<file path="src/design/imt_pkg.sv">
`default_nettype none
package imt_pkg;

  localparam logic [1:0] ACT_INSERT = 2'd0;
  localparam logic [1:0] ACT_TAKE   = 2'd1;
  localparam logic [1:0] ACT_CLEAR  = 2'd2;

  localparam logic [1:0] ST_OK       = 2'd0;
  localparam logic [1:0] ST_FULL     = 2'd1;
  localparam logic [1:0] ST_REVERSED = 2'd2;

  localparam int HELD_W = 5;

  // Commands broadcast to every cell of the chain.
  localparam logic [2:0] OP_HOLD  = 3'd0;
  localparam logic [2:0] OP_MERGE = 3'd1;
  localparam logic [2:0] OP_SHL   = 3'd2;
  localparam logic [2:0] OP_SHR   = 3'd3;
  localparam logic [2:0] OP_ROT   = 3'd4;
  localparam logic [2:0] OP_CLR   = 3'd5;

  typedef struct packed {
    logic [2:0] op;
    logic       keep;
  } cell_cmd_t;

endpackage
`default_nettype wire

</file>
<file path="src/design/imt_cell.sv">
`default_nettype none
module imt_cell
  import imt_pkg::*;
#(
  parameter int IW  = 4,
  parameter int IDX = 0
) (
  input  wire             clk,
  input  wire             rst_n,
  input  cell_cmd_t       cmd,
  input  wire  [IW-1:0]   pos,
  input  wire  [63:0]     key_b,
  input  wire  [63:0]     key_e,
  input  wire             prev_ovl,
  input  wire             next_ovl,
  input  wire  [63:0]     rgt_lo,
  input  wire  [63:0]     rgt_hi,
  input  wire             rgt_valid,
  input  wire  [63:0]     lft_lo,
  input  wire  [63:0]     lft_hi,
  input  wire             lft_valid,
  output logic [63:0]     lo,
  output logic [63:0]     hi,
  output logic            valid,
  output logic            left_flag,
  output logic            ovl_flag,
  output logic            below_flag
);

  logic [63:0] lo_r, lo_nxt, hi_r, hi_nxt;
  logic        valid_r, valid_nxt;
  logic        right_flag, at_pos, past_pos;

  assign lo    = lo_r;
  assign hi    = hi_r;
  assign valid = valid_r;

  // Adjacent intervals count as touching; the compares are done one bit wider
  // so that the plus one never wraps.
  assign left_flag  = valid_r && (({1'b0, hi_r} + 65'd1) < {1'b0, key_b});
  assign right_flag = {1'b0, lo_r} > ({1'b0, key_e} + 65'd1);
  assign ovl_flag   = valid_r && !left_flag && !right_flag;
  assign below_flag = valid_r && (hi_r < key_b);

  assign at_pos   = (pos == IW'(IDX));
  assign past_pos = (IW'(IDX) > pos);

  always_comb begin
    lo_nxt    = lo_r;
    hi_nxt    = hi_r;
    valid_nxt = valid_r;
    case (cmd.op)
      OP_MERGE: begin
        if (ovl_flag && !prev_ovl && key_b < lo_r) lo_nxt = key_b;
        if (ovl_flag && !next_ovl && key_e > hi_r) hi_nxt = key_e;
      end
      OP_SHL: begin
        if (past_pos || (at_pos && !cmd.keep)) begin
          lo_nxt    = rgt_lo;
          hi_nxt    = rgt_hi;
          valid_nxt = rgt_valid;
        end else if (at_pos) begin
          // The merged interval keeps its start and takes the end of the
          // next absorbed interval.
          hi_nxt    = rgt_hi;
          valid_nxt = rgt_valid;
        end
      end
      OP_SHR: begin
        if (past_pos) begin
          lo_nxt    = lft_lo;
          hi_nxt    = lft_hi;
          valid_nxt = lft_valid;
        end else if (at_pos) begin
          lo_nxt    = key_b;
          hi_nxt    = key_e;
          valid_nxt = 1'b1;
        end
      end
      OP_ROT: begin
        lo_nxt    = rgt_lo;
        hi_nxt    = rgt_hi;
        valid_nxt = rgt_valid;
      end
      OP_CLR:  valid_nxt = 1'b0;
      default: ;
    endcase
  end

  always_ff @(posedge clk) begin
    lo_r <= lo_nxt;
    hi_r <= hi_nxt;
    if (!rst_n) begin
      valid_r <= 1'b0;
    end else begin
      valid_r <= valid_nxt;
    end
  end

endmodule
`default_nettype wire

</file>
<file path="config.mk">
export PLATFORM = sky130hd
export DESIGN_NAME = imt_cell
export DESIGN_NICKNAME = d
export VERILOG_FILES = /design/src/design/imt_pkg.sv /design/src/design/imt_cell.sv
export SDC_FILE = /design/constraint.sdc
export NUM_CORES = 1
export LEC_CHECK = 0
export BUFFER_PORTS_ARGS = -buffer_cell sky130_fd_sc_hd__buf_4
export CAP_MARGIN = 20
export CORE_AREA = 2 2 208 210
export DETAILED_ROUTE_END_ITERATION = 8
export DIE_AREA = 0 0 210 212
export MAX_ROUTING_LAYER = met4
export PLACE_DENSITY = 0.58
export SYNTH_ARGS = -nofsm -noshare
export SYNTH_HDL_FRONTEND = slang
export SYNTH_SLANG_ARGS = --single-unit
export TNS_END_PERCENT = 10
</file>
<file path="constraint.sdc">
create_clock -name clk -period 9.7 [get_ports clk]
set_input_delay 0.97 -clock clk [delete_from_list [all_inputs] [get_ports clk]]
set_output_delay 0.97 -clock clk [all_outputs]
set_load 0.02 [all_outputs]
</file>
== Word level (Yosys, flattened, before mapping) ==
Index checks and enable logic that the tools add are counted.
Operators by class
  add/subtract/negate cells: 2
  magnitude comparators: 6
  reductions and logical operators: 21
  equality and inequality tests: 10
  multiplexer cells: 16
Operators with widths (count)
  2-to-1 mux 64 bit: 9
  case mux 64 bit (4 select lines): 2
  adder 64 x 1 -> 65 bit (second input constant): 2
  less-than comparator 64 bit: 2
  > comparator 64 x 65 -> 1 bit: 1
  less-than comparator 65 x 64 -> 1 bit: 1
  > comparator 64 bit: 1
  logical AND 1 bit: 9
  AND reduction 4 bit: 2
  nonzero test 4 bit: 2
  equality test 3 x 2 -> 1 bit (second input constant): 2
  equality test 3 bit (second input constant): 2
  != test 2 bit (second input constant): 3
  != test 3 bit (second input constant): 2
  logical NOT 1 bit: 5
  > comparator 1 x 4 -> 1 bit (first input constant): 1
  logical NOT 4 bit: 1
  2-to-1 mux 1 bit: 4
  case mux 1 bit (4 select lines): 1
  equality test 3 x 1 -> 1 bit (second input constant): 1
  AND reduction 3 bit: 1
  logical OR 1 bit: 1
Storage, ports and cells
  register bits after elaboration: 129
  word-level logic and storage cells: 58
  input bits: 398

== Depth between registers and ports, before layout ==
Gate-level depths: netlist (run 1).
  depth after elaboration: 10
  mapped depth: 18
  depth with buffers taken out: 17

== Least setup slack after synthesis (run 1) ==
Ideal clock, no wire load.
  path kind: input to register
  start point: input port key_e[0]
  end point: register lo_r[0] (netlist: lo[0]) (enable)
  setup time: 494 ps
  path slack: 2067 ps
  data arrival time: 7139 ps
  stages on the path: 18
  cell sequence: ha_1 -> nand2_1 -> nor3_1 -> and3_1 -> clkbuf_1 -> nand2b_1 -> nor3_1 -> nand2_1 -> xor2_1 -> ha_1 -> a21o_1 -> a21o_1 -> a21oi_1 -> o21ai_0 -> a2111o_1 -> a211oi_1 -> o31ai_2 -> o21ai_1
Between the ends
  cells in the longest elaborated chain, start to end: 8
RTL lines
  start: declaration: line imt_cell.sv:13  | input wire [63:0] key_e,
  adder 64 x 1 -> 65 bit: line imt_cell.sv:41  | assign right_flag = {1'b0, lo_r} > ({1'b0, key_e} + 65'd1);
  > comparator 64 x 65 -> 1 bit: line imt_cell.sv:41
  logical NOT 1 bit: line imt_cell.sv:42  | assign ovl_flag = valid_r && !left_flag && !right_flag;
  logical AND 1 bit: line imt_cell.sv:42
  logical AND 1 bit (2 in a row): line imt_cell.sv:54  | if (ovl_flag && !prev_ovl && key_b < lo_r) lo_nxt = key_b;
  != test 2 bit (no source line)
  AND reduction 4 bit (no source line)
  end signal: assignment: line imt_cell.sv:91  | lo_r <= lo_nxt;
  end: declaration: line imt_cell.sv:30  | logic [63:0] lo_r, lo_nxt, hi_r, hi_nxt;
No other way between the ends.
A chain may end at the register's enable or synchronous reset.

== Final worst setup path (run 1) ==
  start point: input port key_e[11]
  end point: output port ovl_flag
Between the ends
  cells in the longest elaborated chain, start to end: 4
RTL lines
  adder 64 x 1 -> 65 bit: line imt_cell.sv:41
  > comparator 64 x 65 -> 1 bit: line imt_cell.sv:41
  logical NOT 1 bit: line imt_cell.sv:42
  logical AND 1 bit: line imt_cell.sv:42
  end: declaration: line imt_cell.sv:26  | output logic ovl_flag,
No other way between the ends.

==> results.ini, run 1 <==
[critical_path]
end_kind=primary output
critPathArrivalTime_ns=6.42
cp-start-kind=primary input
setup.worst_path.class=in2out
critPathRequiredTime_ns=8.73
slowest_stage=nor4_1
max_stage_delay_ns=0.73
r2r_slack_ns=3.42
path_cells=buf_4 > nand4_1 > nor4_1 > and3_1 > nand2b_1 > nor3_1 > nand4_1 > xor2_1 > ha_1 > nand3_1 > nor4_1 > nand3_1 > inv_1 > a211oi_1 > o31ai_2 > inv_1 > buf_4
cp_max_fo=10

[power]
pwr-share-comb=0.292
p_leak_nw=9.14
irDropWorstVdd_mv=0.105
p_int_w=0.00127
switching_share=0.320
power_density_nw_per_um2=95.8
p_clk_frac=0.344
power.total_w=0.00187
seqPwrFrac=0.364
total_switching_power_w=0.000597

[route]
vias=14600
drc=0
drtIter0Drc=1029
vias_per_cell=5.46
route.final.wire_length_um=58200
drtPass1Iterations=6
wl_per_cell_um=21.8
ant_nets=0

[clocking]
htree_levels=4
cts_resized=0
hold_buffers=0
clk_pin_slew_ns=0.06
postCtsSetupRepairBufs=0
clock-sinks=129
cts_root_buf=clkbuf_16
cts_tree=yes
clk-insertion-delay-late_ns=0.47
cts.path.max_buffers=2
cts_buffers=17

[placement]
post_dp_cell_area_um2=18900
place_inst=2643
dpl.hpwl_um=48200
portBuffers=400
gp_congestion=0.915

[global_route]
track_usage=0.267
grt_max_degree=78
antenna_found_initial=1
grt_pass1_wl_um=86100
first_global_vias=14300
overflow=0

[floorplanning]
die-area_um2=44500
die_h_um=212
core_area_um2=42500
boundaryPins=530
start_util=0.359
die_x_um=210
fp-row-count=76

[synthesis]
avgSynthCellArea_um2=8.90
synth.area.mux_share=0.0450
synth_nets=2430
async_flop_share=0
synth_top_family_by_area=adder cells
syn-instance-count=1713
synth_compound_area_frac=0.143
synth-edff-count=128
synth-main-ff-cell=edfxtp_1
yosysUniqueCellTypes=65
synth_adder_area_share=0.262
netlist_area_um2=15300
seq_area_frac_synth=0.253
ys_ff_latch=129
synth_xor_area_frac=0.0712
synthSimpleGateAreaFrac=0.169
ys_warn_count=0

[layout]
nets=2833
drive_gt1_frac=0.243
final_util=0.458
final_cells=2675
areaGrowthSynthToFinish_pct=27.7
design_area_um2=19500

[timing]
fin_crit_sh=0.762
max_slew_margin=0.241
fin_skew_ns=0.0132
finalHoldViolations=0
rsz0062_at_grt=no
period_minus_slack_ns=7.39
drv_slew=0
setup_viol=0
tns_ns=0
tightestPinTransition_ns=1.11
fmax_mhz=135

[worst_hold_path]
worstHoldPathType=reg2reg

[job]
max_cap_viol_count=0

[status]
status=completed

-- power by group through the flow --
| stage | combinational (W) | clock, W | sequential [W] |
|---|---|---|---|
| floorplan | 0.000272 | 0 | 0.000703 |
| global placement | 0.000525 | 0 | 0.000690 |
| detailed placement | 0.000539 | 0 | 0.000690 |
| CTS | 0.000543 | 0.000655 | 0.000679 |
| global route | 0.000603 | 0.000669 | 0.000682 |
| finish | 0.000545 | 0.000642 | 0.000679 |
-- cells in the final DEF, fill, tap and decap left out, types with 32 or more instances in the layout --
cell type	count
mux2_2	61
xor2_1	40
nand4_1	89
a21oi_1	88
a21o_1	78
o21ai_0	113
buf_4	408
nand2_1	148
xnor2_1	84
nor3_1	32
edfxtp_1	128
ha_1	319
inv_1	207
nor2_1	65
nand3_1	67
-- through the flow --
stage	setup WS [ns]	hold WS (ns)
after floorplan	2.07	0.706
after global placement	2.57	0.767
after detailed placement	2.46	0.755
after CTS	2.41	0.734
after global routing	1.97	0.751
final	2.31	0.761
-- flip-flops by register name, summed over array words and instances (netlist names) --
name	cells
hi	64
lo	64
valid	1
-- routing by layer --
metal  up-vias  part of all wire  global-route usage
li1       7092                 -                   -
met5         -                 0                   -
met2       517              0.44               0.407
met1      6936              0.48               0.368
met4         0             0.016              0.0651
met3        53             0.064              0.0453
-- synthesized netlist by cell type, types with 7 or more instances --
master / n / area (um2)
clkbuf_1: 20 / 75.1
edfxtp_1: 128 / 3840
nor3_1: 32 / 160
mux2_2: 61 / 687
nor2b_1: 14 / 87.6
and4_1: 15 / 131
nand2_1: 148 / 556
a21oi_1: 89 / 445
nand2b_1: 9 / 56.3
nor2_1: 65 / 244
a211oi_1: 13 / 97.6
and3_1: 14 / 87.6
xor2_1: 40 / 350
nor4_1: 14 / 87.6
xnor2_1: 84 / 736
nand4_1: 89 / 557
inv_1: 207 / 777
ha_1: 319 / 3990
nand3_1: 67 / 335
o21a_1: 7 / 52.6
a21o_1: 78 / 586
o21ai_0: 113 / 566
-- path summary, 6_finish.rpt --
kind         startpoint        to  cells after the start
max           key_e[11]  ovl_flag                     17
min               valid     valid                      4
max reg2reg       hi[0]    lo[19]                     16
min reg2reg       valid     valid                      4
-- cells by family after synthesis --
family / after synthesis
adders and majority gates: 319
AOI/OAI and AO/OA: 351
and+or+nand+nor: 498
xor gates and xnor gates: 124
buffers and inverters: 231
muxes: 61
DFF: 129
-- final cells by class --
type / instances / area (um2)
diodes: 1 / 2.50
clock buffers: 21 / 440
clock inverters: 10 / 93.8
fillers: 4178 / 23000
inverters: 207 / 777
multi-input cells: 1353 / 10600
flip-flops and latches: 129 / 3860
well taps: 546 / 683
repair buffers: 408 / 3060
-- worst max-delay path: cells and delay by family --
family                     cells  cell delay (ns)
and+or+nand+nor                9             3.59
AOI/OAI and AO/OA              2             0.73
buffers and inverters          4             0.64
adders and majority gates      1             0.31
xor gates and xnor gates       1             0.18
Power figures use the tool's default switching activity.
==> inputs of run 2 (changes only) <==
CORE_AREA = 2 2 206 208   (was 2 2 208 210)
DIE_AREA = 0 0 208 210   (was 0 0 210 212)
PLACE_DENSITY = 0.61   (was 0.58)
clock period = 5.9 ns   (was 9.7 ns; I/O delays follow)
==> run 2 against run 1 <==
Compared with the run above: design area rose by 2.4%; combinational power is 70% higher; register-to-register slack lost 2.9 ns; core utilization is 2.3 points higher; global-route usage is 1.3 points higher; clock power increased by 84%; die area down 1.9%; largest power group is now clock; highest routed layer unchanged.
==> results.ini, run 2 (synthesized netlist as in run 1, its figures left out) <==
[timing]
setup_viol=0
tightestPinTransition_ns=1.07
max_slew_margin=0.282
rsz0062_at_grt=no
fin_crit_sh=0.949
fin_skew_ns=0.0203
finalHoldViolations=0
period_minus_slack_ns=5.60
tns_ns=0
drv_slew=0
fmax_mhz=179

[power]
total_switching_power_w=0.00102
p_clk_frac=0.367
p_leak_nw=9.40
power_density_nw_per_um2=161
pwr-share-comb=0.288
switching_share=0.317
p_int_w=0.00219
irDropWorstVdd_mv=0.214
seqPwrFrac=0.345

[critical_path]
cp_max_fo=6
crit_top_cell=buf_4
critPathArrivalTime_ns=5.01
critPathRequiredTime_ns=5.31
setup.worst_path.class=reg2out
max_stage_delay_ns=0.64
path_cells=and3_1 > nand3_2 > or4_4 > nor3_2 > nand3_1 > buf_4 > nor4_1 > xnor2_1 > ha_1 > nand4_1 > nor2_1 > and4_1 > o311ai_0 > nand4_2 > o31ai_2 > inv_1 > buf_4
r2r_slack_ns=0.55
cp-start-kind=register
end_kind=primary output
slowest_stage=or4_4

[floorplanning]
core_area_um2=41500
die_x_um=208
die-area_um2=43700
fp-row-count=75
die_h_um=210
boundaryPins=530
start_util=0.368

[global_route]
grt_pass1_wl_um=89500
track_usage=0.279
antenna_found_initial=2
grt_max_degree=196
overflow=0
first_global_vias=14800

[route]
drtPass1Iterations=6
wl_per_cell_um=22.1
vias_per_cell=5.47
vias=14800
drtIter0Drc=1044
ant_nets=0
route.final.wire_length_um=60000
drc=0

[clocking]
htree_levels=4
postCtsSetupRepairBufs=0
clock-sinks=129
cts.path.max_buffers=2
cts_root_buf=clkbuf_16
hold_buffers=0
cts_buffers=17
cts_tree=yes
clk_pin_slew_ns=0.07
clk-insertion-delay-late_ns=0.48

[layout]
final_cell_mix=buf_4, ha_1, inv_1
design_area_um2=20000
areaGrowthSynthToFinish_pct=30.8
mostFrequentLayoutCell=buf_4
fillCellCount=4063
drive_gt1_frac=0.263
nets=2875

[placement]
post_dp_cell_area_um2=19300
dpl.hpwl_um=50200
portBuffers=400
gp_congestion=0.952

[job]
max_cap_viol_count=0

[status]
status=completed

[worst_hold_path]
worstHoldPathType=in2reg

## run 2: cell types whose count changed in the layout (fill, tap and decap cells not counted), sizes merged
| cell | delta |
|---|---|
| bufinv | +2 |
| buf | +42 |
| clkbuf | -4 |
| clkinvlp | +4 |
| clkinv | -3 |
| inv | +1 |
## run 2: layout make-up
type	instances	area (um2)	area share
timing repair buffer	450	3450	0.173
inverter	207	777	0.0389
multi-input combinational	1353	10600	0.530
clock inverter	14	190	0.00953
sequential	129	3860	0.194
tap	539	674	0.0338
clock buffer	17	425	0.0213
antenna	1	2.50	0.000125
## run 2: final timing paths
kind / start / to / cells past startpoint
setup / recovery: hi[10] / ovl_flag / 17
hold / removal: rgt_hi[47] / hi[47] / 3
setup reg to reg: hi[10] / hi[21] / 18
hold reg to reg: valid / valid / 4
## run 2: worst max-delay path: cells and delay by family, from the launching register on
kind / cells / cell delay, ns
xor gates and xnor gates: 1 / 0.12
AOI/OAI and AO/OA: 2 / 0.36
DFF: 1 / 0.48
adders and majority gates: 1 / 0.30
buffers and inverters: 3 / 0.51
and+or+nand+nor: 10 / 2.75
## run 2: timing repair
item | in CTS | in global routing
hold endpoints to repair | 0 | 0
gates resized for setup | 0 | 2
setup endpoints to repair | 0 | 1
## run 2: routing by layer
layer / vias up / wire length, um / track usage
met2: 549 / 26600 / 0.424
met3: 59 / 3340 / 0.0355
li1: 7177 / - / -
met4: 0 / 1140 / 0.0687
met1: 7052 / 28900 / 0.395
met5: - / 0 / -
## run 2: power by group through the flow
stage / logic [W] / registers (W) / clock network [W]
floorplan: 0.000448 / 0.00115 / 0
global placement: 0.000888 / 0.00113 / 0
detailed placement: 0.000914 / 0.00113 / 0
CTS: 0.000921 / 0.00111 / 0.00119
global route: 0.00102 / 0.00111 / 0.00123
finish: 0.000924 / 0.00111 / 0.00118
## run 2: stage by stage
stage,setup slack [ns],cells,util,hold WS (ns),total power [W]
finish,0.300,2710,0.481,0.383,0.00321
global route,0.0524,2710,0.481,0.377,0.00336
CTS,0.144,2709,0.481,0.365,0.00322
detailed placement,0.424,2678,0.466,0.760,0.00204
global placement,0.497,2678,0.466,0.772,0.00201
floorplan,-0.157,1713,-,0.706,0.00160
